File: src/sv/lcdseq_pkg.sv
// shared types and constants for the character lcd bus sequencer
package lcdseq_pkg;

   localparam int unsigned TICK_W  = 16;
   localparam int unsigned RETRY_W = 10;
   localparam int unsigned BYTE_W  = 8;
   localparam int unsigned CSR_W   = 16;
   localparam int unsigned CSR_IDX_W = 2;

   localparam logic [TICK_W-1:0]  SETUP_RESET  = 16'd200;
   localparam logic [TICK_W-1:0]  PULSE_RESET  = 16'd400;
   localparam logic [TICK_W-1:0]  HOLD_RESET   = 16'd200;
   localparam logic [RETRY_W-1:0] RETRY_RESET  = 10'd1000;

   typedef enum logic [1:0] {
      OP_TICK        = 2'd0,
      OP_WRITE_INSTR = 2'd1,
      OP_WRITE_CHAR  = 2'd2,
      OP_BUSY_POLL   = 2'd3
   } op_type;

   typedef enum logic [CSR_IDX_W-1:0] {
      CSR_SETUP = 2'd0,
      CSR_PULSE = 2'd1,
      CSR_HOLD  = 2'd2,
      CSR_RETRY = 2'd3
   } csr_index_type;

   typedef enum logic [2:0] {
      PH_IDLE = 3'd0,
      PH_WS   = 3'd1,
      PH_WP   = 3'd2,
      PH_WH   = 3'd3,
      PH_PS   = 3'd4,
      PH_PP   = 3'd5,
      PH_PH   = 3'd6
   } phase_type;

   typedef struct packed {
      logic [1:0]        op;
      logic [BYTE_W-1:0] data_byte;
      logic [BYTE_W-1:0] bus_in;
   } req_type;

   typedef struct packed {
      logic [BYTE_W-1:0] data_out;
      logic              data_drive;
      logic              rs_pin;
      logic              wr_pin;
      logic              en_pin;
      logic              ready_res;
      logic              done_res;
      logic [BYTE_W-1:0] status_byte;
      logic              timed_out;
      logic              rejected;
   } rsp_type;

   typedef struct packed {
      logic [TICK_W-1:0]  setup_ticks;
      logic [TICK_W-1:0]  pulse_ticks;
      logic [TICK_W-1:0]  hold_ticks;
      logic [RETRY_W-1:0] max_retries;
   } cfg_type;

endpackage

File: src/sv/lcdseq_core.sv
// bus phase sequencer: state update and result for one tick item
module lcdseq_core (
   input  logic               clock,
   input  logic               reset,
   input  logic               step,
   input  lcdseq_pkg::req_type item,
   input  lcdseq_pkg::cfg_type cfg,
   output lcdseq_pkg::rsp_type result
);

   lcdseq_pkg::phase_type              phase_ff, phase_in;
   logic [lcdseq_pkg::TICK_W-1:0]      tick_ff, tick_in;
   logic [lcdseq_pkg::RETRY_W-1:0]     poll_ff, poll_in;
   logic [1:0]                         kind_ff, kind_in;
   logic [lcdseq_pkg::BYTE_W-1:0]      byte_ff, byte_in;
   logic                               rs_ff, rs_in;
   logic                               wr_ff, wr_in;
   logic                               en_ff, en_in;
   logic                               drive_ff, drive_in;
   logic [lcdseq_pkg::BYTE_W-1:0]      latch_ff, latch_in;
   logic [lcdseq_pkg::BYTE_W-1:0]      status_ff, status_in;
   logic                               tout_ff, tout_in;
   logic                               done, rej;
   logic [lcdseq_pkg::TICK_W-1:0]      phase_len;
   logic                               is_idle;

   always_comb begin
      case (phase_ff)
         lcdseq_pkg::PH_WS, lcdseq_pkg::PH_PS: phase_len = cfg.setup_ticks;
         lcdseq_pkg::PH_WP, lcdseq_pkg::PH_PP: phase_len = cfg.pulse_ticks;
         default:                              phase_len = cfg.hold_ticks;
      endcase
   end

   assign is_idle = !(phase_ff inside {lcdseq_pkg::PH_WS, lcdseq_pkg::PH_WP,
                                       lcdseq_pkg::PH_WH, lcdseq_pkg::PH_PS,
                                       lcdseq_pkg::PH_PP, lcdseq_pkg::PH_PH});

   // next state
   always_comb begin
      phase_in  = phase_ff;
      tick_in   = tick_ff;
      poll_in   = poll_ff;
      kind_in   = kind_ff;
      byte_in   = byte_ff;
      rs_in     = rs_ff;
      wr_in     = wr_ff;
      en_in     = en_ff;
      drive_in  = drive_ff;
      latch_in  = latch_ff;
      status_in = status_ff;
      tout_in   = tout_ff;
      done      = 1'b0;
      rej       = 1'b0;
      if (is_idle) begin
         phase_in = lcdseq_pkg::PH_IDLE;
         case (item.op)
            lcdseq_pkg::OP_WRITE_INSTR: begin
               kind_in  = lcdseq_pkg::OP_WRITE_INSTR;
               byte_in  = item.data_byte;
               latch_in = item.data_byte;
               drive_in = 1'b1;
               rs_in    = 1'b0;
               wr_in    = 1'b0;
               en_in    = 1'b0;
               phase_in = lcdseq_pkg::PH_WS;
               tick_in  = lcdseq_pkg::TICK_W'(1);
            end
            lcdseq_pkg::OP_WRITE_CHAR, lcdseq_pkg::OP_BUSY_POLL: begin
               kind_in  = item.op;
               if (item.op == lcdseq_pkg::OP_WRITE_CHAR) begin
                  byte_in = item.data_byte;
               end
               poll_in  = '0;
               drive_in = 1'b0;
               rs_in    = 1'b0;
               wr_in    = 1'b1;
               en_in    = 1'b0;
               phase_in = lcdseq_pkg::PH_PS;
               tick_in  = lcdseq_pkg::TICK_W'(1);
            end
            default: ;
         endcase
      end else begin
         rej = (item.op != lcdseq_pkg::OP_TICK);
         if (tick_ff < phase_len) begin
            tick_in = tick_ff + lcdseq_pkg::TICK_W'(1);
         end else begin
            tick_in = lcdseq_pkg::TICK_W'(1);
            case (phase_ff)
               lcdseq_pkg::PH_WS: begin
                  en_in    = 1'b1;
                  phase_in = lcdseq_pkg::PH_WP;
               end
               lcdseq_pkg::PH_WP: begin
                  en_in    = 1'b0;
                  phase_in = lcdseq_pkg::PH_WH;
               end
               lcdseq_pkg::PH_WH: begin
                  phase_in = lcdseq_pkg::PH_IDLE;
                  tick_in  = '0;
                  done     = 1'b1;
               end
               lcdseq_pkg::PH_PS: begin
                  en_in    = 1'b1;
                  phase_in = lcdseq_pkg::PH_PP;
               end
               lcdseq_pkg::PH_PP: begin
                  // sample the bus as enable falls
                  status_in = item.bus_in;
                  en_in     = 1'b0;
                  phase_in  = lcdseq_pkg::PH_PH;
               end
               default: begin
                  if (status_ff[7] && (poll_ff < cfg.max_retries)) begin
                     poll_in  = poll_ff + lcdseq_pkg::RETRY_W'(1);
                     drive_in = 1'b0;
                     rs_in    = 1'b0;
                     wr_in    = 1'b1;
                     en_in    = 1'b0;
                     phase_in = lcdseq_pkg::PH_PS;
                  end else begin
                     tout_in = status_ff[7];
                     if (kind_ff == lcdseq_pkg::OP_WRITE_CHAR) begin
                        latch_in = byte_ff;
                        drive_in = 1'b1;
                        rs_in    = 1'b1;
                        wr_in    = 1'b0;
                        en_in    = 1'b0;
                        phase_in = lcdseq_pkg::PH_WS;
                     end else begin
                        phase_in = lcdseq_pkg::PH_IDLE;
                        tick_in  = '0;
                        done     = 1'b1;
                     end
                  end
               end
            endcase
         end
      end
   end

   // result for this tick
   always_comb begin
      result.data_out    = latch_in;
      result.data_drive  = drive_in;
      result.rs_pin      = rs_in;
      result.wr_pin      = wr_in;
      result.en_pin      = en_in;
      result.ready_res   = (phase_in == lcdseq_pkg::PH_IDLE);
      result.done_res    = done;
      result.status_byte = status_in;
      result.timed_out   = tout_in;
      result.rejected    = rej;
   end

   always_ff @(posedge clock) begin
      if (reset) begin
         phase_ff  <= lcdseq_pkg::PH_IDLE;
         tick_ff   <= '0;
         poll_ff   <= '0;
         kind_ff   <= '0;
         byte_ff   <= '0;
         rs_ff     <= 1'b0;
         wr_ff     <= 1'b1;
         en_ff     <= 1'b0;
         drive_ff  <= 1'b0;
         latch_ff  <= '0;
         status_ff <= '0;
         tout_ff   <= 1'b0;
      end else if (step) begin
         phase_ff  <= phase_in;
         tick_ff   <= tick_in;
         poll_ff   <= poll_in;
         kind_ff   <= kind_in;
         byte_ff   <= byte_in;
         rs_ff     <= rs_in;
         wr_ff     <= wr_in;
         en_ff     <= en_in;
         drive_ff  <= drive_in;
         latch_ff  <= latch_in;
         status_ff <= status_in;
         tout_ff   <= tout_in;
      end
   end

endmodule

File: src/sv/lcdseq_out_buf.sv
// two-entry result register with skid slot
module lcdseq_out_buf (
   input  logic                clock,
   input  logic                reset,
   input  logic                push,
   input  lcdseq_pkg::rsp_type push_data,
   output logic                full,
   output logic                rsp_valid,
   input  logic                rsp_stall,
   output lcdseq_pkg::rsp_type rsp_data
);

   logic                head_valid_ff, head_valid_in;
   logic                skid_valid_ff, skid_valid_in;
   lcdseq_pkg::rsp_type head_ff, head_in;
   lcdseq_pkg::rsp_type skid_ff, skid_in;
   logic                pop;

   assign pop       = head_valid_ff && !rsp_stall;
   assign full      = skid_valid_ff;
   assign rsp_valid = head_valid_ff;
   assign rsp_data  = head_ff;

   always_comb begin
      head_valid_in = head_valid_ff;
      skid_valid_in = skid_valid_ff;
      head_in       = head_ff;
      skid_in       = skid_ff;
      if (pop) begin
         if (skid_valid_ff) begin
            head_in = skid_ff;
            if (push) begin
               skid_in = push_data;
            end else begin
               skid_valid_in = 1'b0;
            end
         end else if (push) begin
            head_in = push_data;
         end else begin
            head_valid_in = 1'b0;
         end
      end else if (push) begin
         // a push fills an empty head; a stalled head keeps its value and the push lands in the skid slot
         if (!head_valid_ff) begin
            head_in       = push_data;
            head_valid_in = 1'b1;
         end else begin
            skid_in       = push_data;
            skid_valid_in = 1'b1;
         end
      end
   end

   always_ff @(posedge clock) begin
      if (reset) begin
         head_valid_ff <= 1'b0;
         skid_valid_ff <= 1'b0;
      end else begin
         head_valid_ff <= head_valid_in;
         skid_valid_ff <= skid_valid_in;
      end
      head_ff <= head_in;
      skid_ff <= skid_in;
   end

endmodule

File: src/sv/char_lcd_bus_sequencer_top.sv
// top level of the character lcd bus sequencer
//
//   channel | ports                                | role
//   --------+--------------------------------------+----------------------------
//   request | req_valid, req_stall, req_data       | one bus tick item in
//   result  | rsp_valid, rsp_stall, rsp_data       | pin levels and status out
//   csr     | csr_wr_en, csr_index, csr_wdata      | timing and retry registers
//
// one item per clock while req_stall is low; each item passes the input register,
// then sequencer logic into the result register
// a two-entry result buffer takes a new transfer while the head waits, so
// req_stall rises only when both result slots are full
// reset is synchronous and returns the bus to idle with WR high and the
// timing registers to their defaults
module char_lcd_bus_sequencer_top (
   input  logic                                clock,
   input  logic                                reset,
   input  logic                                req_valid,
   output logic                                req_stall,
   input  lcdseq_pkg::req_type                 req_data,
   output logic                                rsp_valid,
   input  logic                                rsp_stall,
   output lcdseq_pkg::rsp_type                 rsp_data,
   input  logic                                csr_wr_en,
   input  logic [lcdseq_pkg::CSR_IDX_W-1:0]    csr_index,
   input  logic [lcdseq_pkg::CSR_W-1:0]        csr_wdata
);

   lcdseq_pkg::cfg_type cfg_ff, cfg_in;
   lcdseq_pkg::req_type in_ff, in_in;
   logic                in_valid_ff, in_valid_in;
   logic                buf_full;
   logic                accept;
   logic                advance;
   lcdseq_pkg::rsp_type result;

   assign req_stall = in_valid_ff && buf_full;
   assign accept    = req_valid && !req_stall;
   assign advance   = in_valid_ff && !buf_full;

   always_comb begin
      in_in       = accept ? req_data : in_ff;
      in_valid_in = accept ? 1'b1 : (advance ? 1'b0 : in_valid_ff);
   end

   always_comb begin
      cfg_in = cfg_ff;
      if (csr_wr_en) begin
         case (lcdseq_pkg::csr_index_type'(csr_index))
            lcdseq_pkg::CSR_SETUP: cfg_in.setup_ticks = csr_wdata;
            lcdseq_pkg::CSR_PULSE: cfg_in.pulse_ticks = csr_wdata;
            lcdseq_pkg::CSR_HOLD:  cfg_in.hold_ticks  = csr_wdata;
            lcdseq_pkg::CSR_RETRY:
               cfg_in.max_retries = csr_wdata[lcdseq_pkg::RETRY_W-1:0];
            default: ;
         endcase
      end
   end

   always_ff @(posedge clock) begin
      if (reset) begin
         in_valid_ff        <= 1'b0;
         cfg_ff.setup_ticks <= lcdseq_pkg::SETUP_RESET;
         cfg_ff.pulse_ticks <= lcdseq_pkg::PULSE_RESET;
         cfg_ff.hold_ticks  <= lcdseq_pkg::HOLD_RESET;
         cfg_ff.max_retries <= lcdseq_pkg::RETRY_RESET;
      end else begin
         in_valid_ff <= in_valid_in;
         cfg_ff      <= cfg_in;
      end
      in_ff <= in_in;
   end

   lcdseq_core u_core (
      .clock  (clock),
      .reset  (reset),
      .step   (advance),
      .item   (in_ff),
      .cfg    (cfg_ff),
      .result (result)
   );

   lcdseq_out_buf u_out_buf (
      .clock     (clock),
      .reset     (reset),
      .push      (advance),
      .push_data (result),
      .full      (buf_full),
      .rsp_valid (rsp_valid),
      .rsp_stall (rsp_stall),
      .rsp_data  (rsp_data)
   );

   // a completed request always leaves the sequencer idle
   a_done_idle: assert property (@(posedge clock) disable iff (reset)
      rsp_valid && rsp_data.done_res |-> rsp_data.ready_res)
      else $error("done without idle");

   // data lines are driven exactly when the bus is in write direction
   a_dir_match: assert property (@(posedge clock) disable iff (reset)
      rsp_valid |-> (rsp_data.wr_pin != rsp_data.data_drive))
      else $error("data direction disagrees with wr pin");

   // a held input item must not be lost when the result side is full
   a_hold_item: assert property (@(posedge clock) disable iff (reset)
      in_valid_ff && buf_full |=> in_valid_ff && $stable(in_ff))
      else $error("input item lost while result buffer full");

endmodule
File: config.mk
export PLATFORM = sky130hd
export DESIGN_NAME = char_lcd_bus_sequencer_top
export DESIGN_NICKNAME = d
export VERILOG_FILES = /design/src/sv/lcdseq_pkg.sv /design/src/sv/lcdseq_core.sv /design/src/sv/lcdseq_out_buf.sv /design/src/sv/char_lcd_bus_sequencer_top.sv
export SDC_FILE = /design/constraint.sdc
export NUM_CORES = 1
export LEC_CHECK = 0
export ABC_AREA = 1
export BUFFER_PORTS_ARGS = -buffer_cell sky130_fd_sc_hd__buf_4
export CORE_MARGIN = 1
export CORE_UTILIZATION = 35
export DETAILED_ROUTE_END_ITERATION = 8
export MAX_ROUTING_LAYER = met4
export PLACE_DENSITY_LB_ADDON = 0.15
export REMOVE_ABC_BUFFERS = 1
export SYNTH_ARGS = -nofsm -noshare
export SYNTH_HDL_FRONTEND = slang
export SYNTH_SLANG_ARGS = --single-unit
File: constraint.sdc
create_clock -name clock -period 5.6 [get_ports clock]
set_input_delay 1.12 -clock clock [delete_from_list [all_inputs] [get_ports clock]]
set_output_delay 1.12 -clock clock [all_outputs]
set_load 0.02 [all_outputs]
# Word level (Yosys, flattened, before mapping)
# Index checks and enable logic that the tools add are counted.
[op_classes]
div_mod_pow = 0
bitwise_logic = 1
shift = 0
add_sub_neg = 2
n_eq_ne = 22
n_mux = 84
magnitude_cmp = 2
mul = 0
n_reduce_logical = 37
[op_table]
columns = ["cell", "count"]
rows = [
  ["$mux W24", 9],
  ["$mux W8", 10],
  ["$mux W16", 4],
  ["$pmux W16 S2", 2],
  ["$mux W10", 5],
  ["$mux W1", 43],
  ["$add A16 B1 Y16 const B", 1],
  ["$lt A16 B16 Y1", 1],
  ["$pmux W8 S2", 1],
  ["$reduce_bool A2 Y1", 8],
  ["$pmux W3 S5", 1],
  ["$ne A2 B2 Y1 const B", 7],
  ["$reduce_and A2 Y1", 6],
  ["$add A10 B1 Y10 const B", 1],
  ["$eq A2 B2 Y1 const B", 5],
  ["$lt A10 B10 Y1", 1],
  ["$eq A3 B3 Y1 const B", 3],
  ["$mux W3", 3],
  ["$reduce_and A3 Y1", 3],
  ["$reduce_and A4 Y1", 2],
  ["$eq A3 B2 Y1 const B", 2],
  ["$pmux W1 S2", 3],
  ["$pmux W3 S2", 1],
  ["$reduce_bool A6 Y1", 1],
  ["other kinds (15)", 25],
]
[totals]
input_bits = 41
memories = 0
output_inout_bits = 26
ramBits = 0
latchBits = 0
rom_bits = 0
register_bits = 187

# Logic depth before layout (Yosys ltp)
[logic_depth]
word_depth = 10
ltp_mapped = 26
mapped_depth_nobuf = 25

# Hierarchy
# Synthesis repeated with hierarchy kept, for this count alone.
[hier_totals]
cells_unflattened = 1262
area_unflattened_um2 = 9431.5
[by_module_without_submodules]
columns = ["mod", "seq_area_each_um2", "cells_each", "area_per_inst_um2", "n_inst"]
rows = [
  ["lcdseq_core", 1201.2, 744, 4621.9, 1],
  ["char_lcd_bus_sequencer_top", 1721.7, 376, 2942.8, 1],
  ["lcdseq_out_buf", 1481.4, 142, 1866.8, 1],
]

# Worst setup path after synthesis
# Ideal clock, no wire load.
[synth_path]
path_type = "register to register"
start = "reg u_core.phase_ff[2]"
end = "reg u_out_buf.head_ff, in the netlist u_out_buf.rsp_data[16] (data pin)"
required_ps = 5347
path_slack_ps = 1945
n_path_buf = 2
setup_ps = 253
stages_incl_launch_ff = 24
arrival_time_ps = 3402
path_cell_list = "dfxtp_1 > inv_2 > nor2_4 > nand2_1 > nand2_2 > inv_1 > nand2_1 > clkbuf_1 > nor2_1 > a221oi_1 > ha_1 > nand2_1 > inv_1 > nand3_1 > a31oi_1 > a2111oi_0 > nand2_2 > nand2_2 > buf_2 > a21oi_1 > o21ai_0 > nand2_1 > nand2_1 > nand2_1"
[synth_rtl]
columns = ["element", "line", "source"]
rows = [
  ["start: declaration", "lcdseq_core.sv:11", "lcdseq_pkg::phase_type phase_ff, phase_in;"],
  ["start signal: assignment", "lcdseq_core.sv:159", "phase_ff <= lcdseq_pkg::PH_IDLE;"],
  ["start signal: assignment", "lcdseq_core.sv:172", "phase_ff <= phase_in;"],
  ["end signal: assignment", "lcdseq_out_buf.sv:62", "head_ff <= head_in;"],
  ["end: declaration", "lcdseq_out_buf.sv:15", "lcdseq_pkg::rsp_type head_ff, head_in;"],
]

==> flow_summary.yaml <==
status:
  status: "finished clean"
drt:
  post_drt_via_cell_ratio: 4.79
  dr.pass1.iters: 5
  antenna_left: 0
  vias: 6955
  wl_per_cell_um: 14.2
  drc_errors: 0
  wl_um: 20700
  initialDrtViolationCount: 414
yosys:
  yosys_warnings: 0
  ys_seq_area_frac: 0.516
  synth_area_um2: 8540
  syn_area_per_cell_um2: 7.98
  ys_ff_latch: 187
  synth_cell_types: 36
  synth.area.top_cells: "dfxtp_1 28%, edfxtp_1 23%, nand2_1 10%"
  synth_area_leader_cell: "dfxtp_1"
  synthCells: 1070
  yosysTopAreaCellShare: 0.284
worst_setup_path:
  critical_path.slowest_cell: "nand3_1"
  required_ps: 5800
  arrival_ps: 4470
  cp_num_cells: 18
  crit_path_frequent_cell: "nand2_1"
  rr_worst_depth: 18
  critical_path.top_delay_family: "simple AND/OR/NAND/NOR gates"
  r2r_slack_ps: 1340
  cpPeakStageDelay_ps: 480
  crit_buf_inv: 3
  path_cells: "inv_2, nor2_4, nand2_1, nand2_2, inv_1, nand2_1, nor2_1, a221oi_1, ha_1, a21oi_1, nor2_1, a2111oi_0, buf_4, nand2_2, nand3_1, o21ai_0, nand2_1, nand2_1"
  crit_type: "flip-flop to flip-flop"
  critPathCaptureType: "flip-flop"
  worstPathMaxFanout: 17
  critPathLaunchType: "flip-flop"
die:
  rows: 56
  die-area_um2: 25000
  io_pins: 67
  die_x_um: 158
  core_area_um2: 23700
  initial_core_util: 0.361
  die_height_um: 158
clock_tree:
  cts-resized-gates: 0
  cts-root-buf: "clkbuf_16"
  worst_skew_pair.late_latency_ps: 450
  cts_buffers: 17
  ctsHoldBuffers: 0
  cts_tree: "done"
  cts_max_level: 4
  cts.clk_slew.worst_paths_ps: 80
  clock-sinks: 187
  cts_setup_buffers: 0
  cts_buffer_depth: 2
placement:
  hpwl_um: 13900
  gp_congestion: 0.795
  placed_area_um2: 9320
  port_buffers: 66
sta:
  slew_headroom: 0.206
  finalHoldViolations: 0
  drv_slew: 0
  skew_ps: 22.1
  fin_crit_sh: 0.761
  hold-worst-slack_ps: 469
  period_needed_ps: 4260
  max_freq_mhz: 235
  tns_ps: 0
  worstMarginPinSlew_ps: 1190
  rsz0062_at_grt: "false"
  setup-violations-final: 0
global_routing:
  grt_pass1_vias: 6380
  antenna_found_initial: 0
  grt_pass1_wl_um: 33700
  grt_max_degree: 67
  overflow: 0
  grtUsageTotal: 0.180
finish:
  fin_util: 0.419
  drive_above_1_share: 0.108
  fill_cells: 2468
  num_antenna_cells: 0
  area_growth_pct: 16.1
  fin_nets: 1188
  fin_area_um2: 9920
power_and_ir_drop:
  ir_drop_mv: 0.163
  power.total_uw: 3040
  powerDensity_nw_per_um2: 306
  p_leak_uw: 0.00426
job:
  drv_cap: 0
hold_path:
  hold_path.class: "flip-flop to flip-flop"
  whs_path_depth: 2
final cells by class:
cell class	count	area, um2	share of cell area
flip-flops and latches	187	4400	0.444
clock inverters	14	163	0.0164
repair buffers	74	556	0.0560
inverters	125	469	0.0473
multi-input cells	716	3500	0.353
well taps	319	399	0.0403
clock buffers	18	429	0.0433
registers in the layout, summed over array words and instances (netlist names), 8 cells and up:
signal / count
u_core.tick_ff: 16
u_core.byte_ff: 8
u_core.latch_ff: 8
u_out_buf.rsp_data: 24
in_ff: 18
u_out_buf.skid_ff: 24
u_core.poll_ff: 10
u_core.status_ff: 8
cfg_ff: 58
worst min-delay path, delay by kind of cell (launching register included):
kind	cells	cell delay, ps
compound gates	1	50
flops	1	310
simple gates	1	60
power by group:
group          switching (uW)  internal [uW]  total [uW]
clock network             607            606        1210
logic                     216            110         326
registers                28.0           1470        1500
through the flow:
| stage | setup slack, ps | std cells |
|---|---|---|
| finish | 1340 | 1453 |
| global route | 857 | 1453 |
| CTS | 1330 | 1453 |
| detailed placement | 1360 | 1421 |
| global placement | 1400 | 1421 |
| floorplan | 1080 | 1028 |
synth_stat cells (all sizes together):
cell type	n
nand2	233
nor2	155
inv	123
dfxtp	121
o21ai	107
a21oi	87
edfxtp	66
nand3	41
clkbuf	36
ha	26
a221oi	16
nand4	10
buf	6
nand3b	6
nor3	5
xor2	5
o211ai	4
or2	4
a211oi	3
xnor2	3
a31oi	2
clkinv	2
o21bai	2
o31ai	2
a2111oi	1
a21boi	1
a21o	1
o21a	1
o311ai	1
final timing paths:
check,start,endpoint
setup / recovery,u_core.phase_ff[2]$_SDFFE_PP0P_,u_out_buf.rsp_data[4]$_DFFE_PP_
hold / removal,u_core.kind_ff[1]$_SDFFE_PP0P_,u_core.kind_ff[1]$_SDFFE_PP0P_
hold reg to reg,u_core.kind_ff[1]$_SDFFE_PP0P_,u_core.kind_ff[1]$_SDFFE_PP0P_
setup reg to reg,u_core.phase_ff[2]$_SDFFE_PP0P_,u_out_buf.rsp_data[4]$_DFFE_PP_
kinds of logic after synthesis:
logic type               count (synthesis)  synth area share
AND/OR/NAND/NOR                        454             0.216
adder cells (fa/ha/maj)                 26            0.0381
buffers and inverters                  167            0.0762
AO/OA/AOI/OAI                          228             0.146
flip-flops                             187             0.516
XOR/XNOR                                 8           0.00821
layer usage:
layer | vias to the layer above | track usage | wire, um
li1 | 3626 | - | -
met1 | 3208 | 0.255 | 10700
met2 | 105 | 0.266 | 9120
met3 | 16 | 0.0282 | 602
met4 | 0 | 0.0449 | 200
met5 | - | - | 0
placed cells by master (no fill, tap or decap), types with 4 or more instances in the layout:
cell / instances
a21oi_1: 85
a221oi_1: 16
buf_4: 74
clkbuf_16: 17
dfxtp_1: 121
edfxtp_1: 66
ha_1: 26
inv_1: 121
inv_6: 5
inv_8: 4
nand2_1: 227
nand2_2: 6
nand3_1: 41
nand3b_1: 6
nand4_1: 10
nor2_1: 152
nor3_1: 5
o211ai_1: 4
o21ai_0: 105
or2_2: 4
xor2_1: 5
Power figures use the tool's default switching activity.
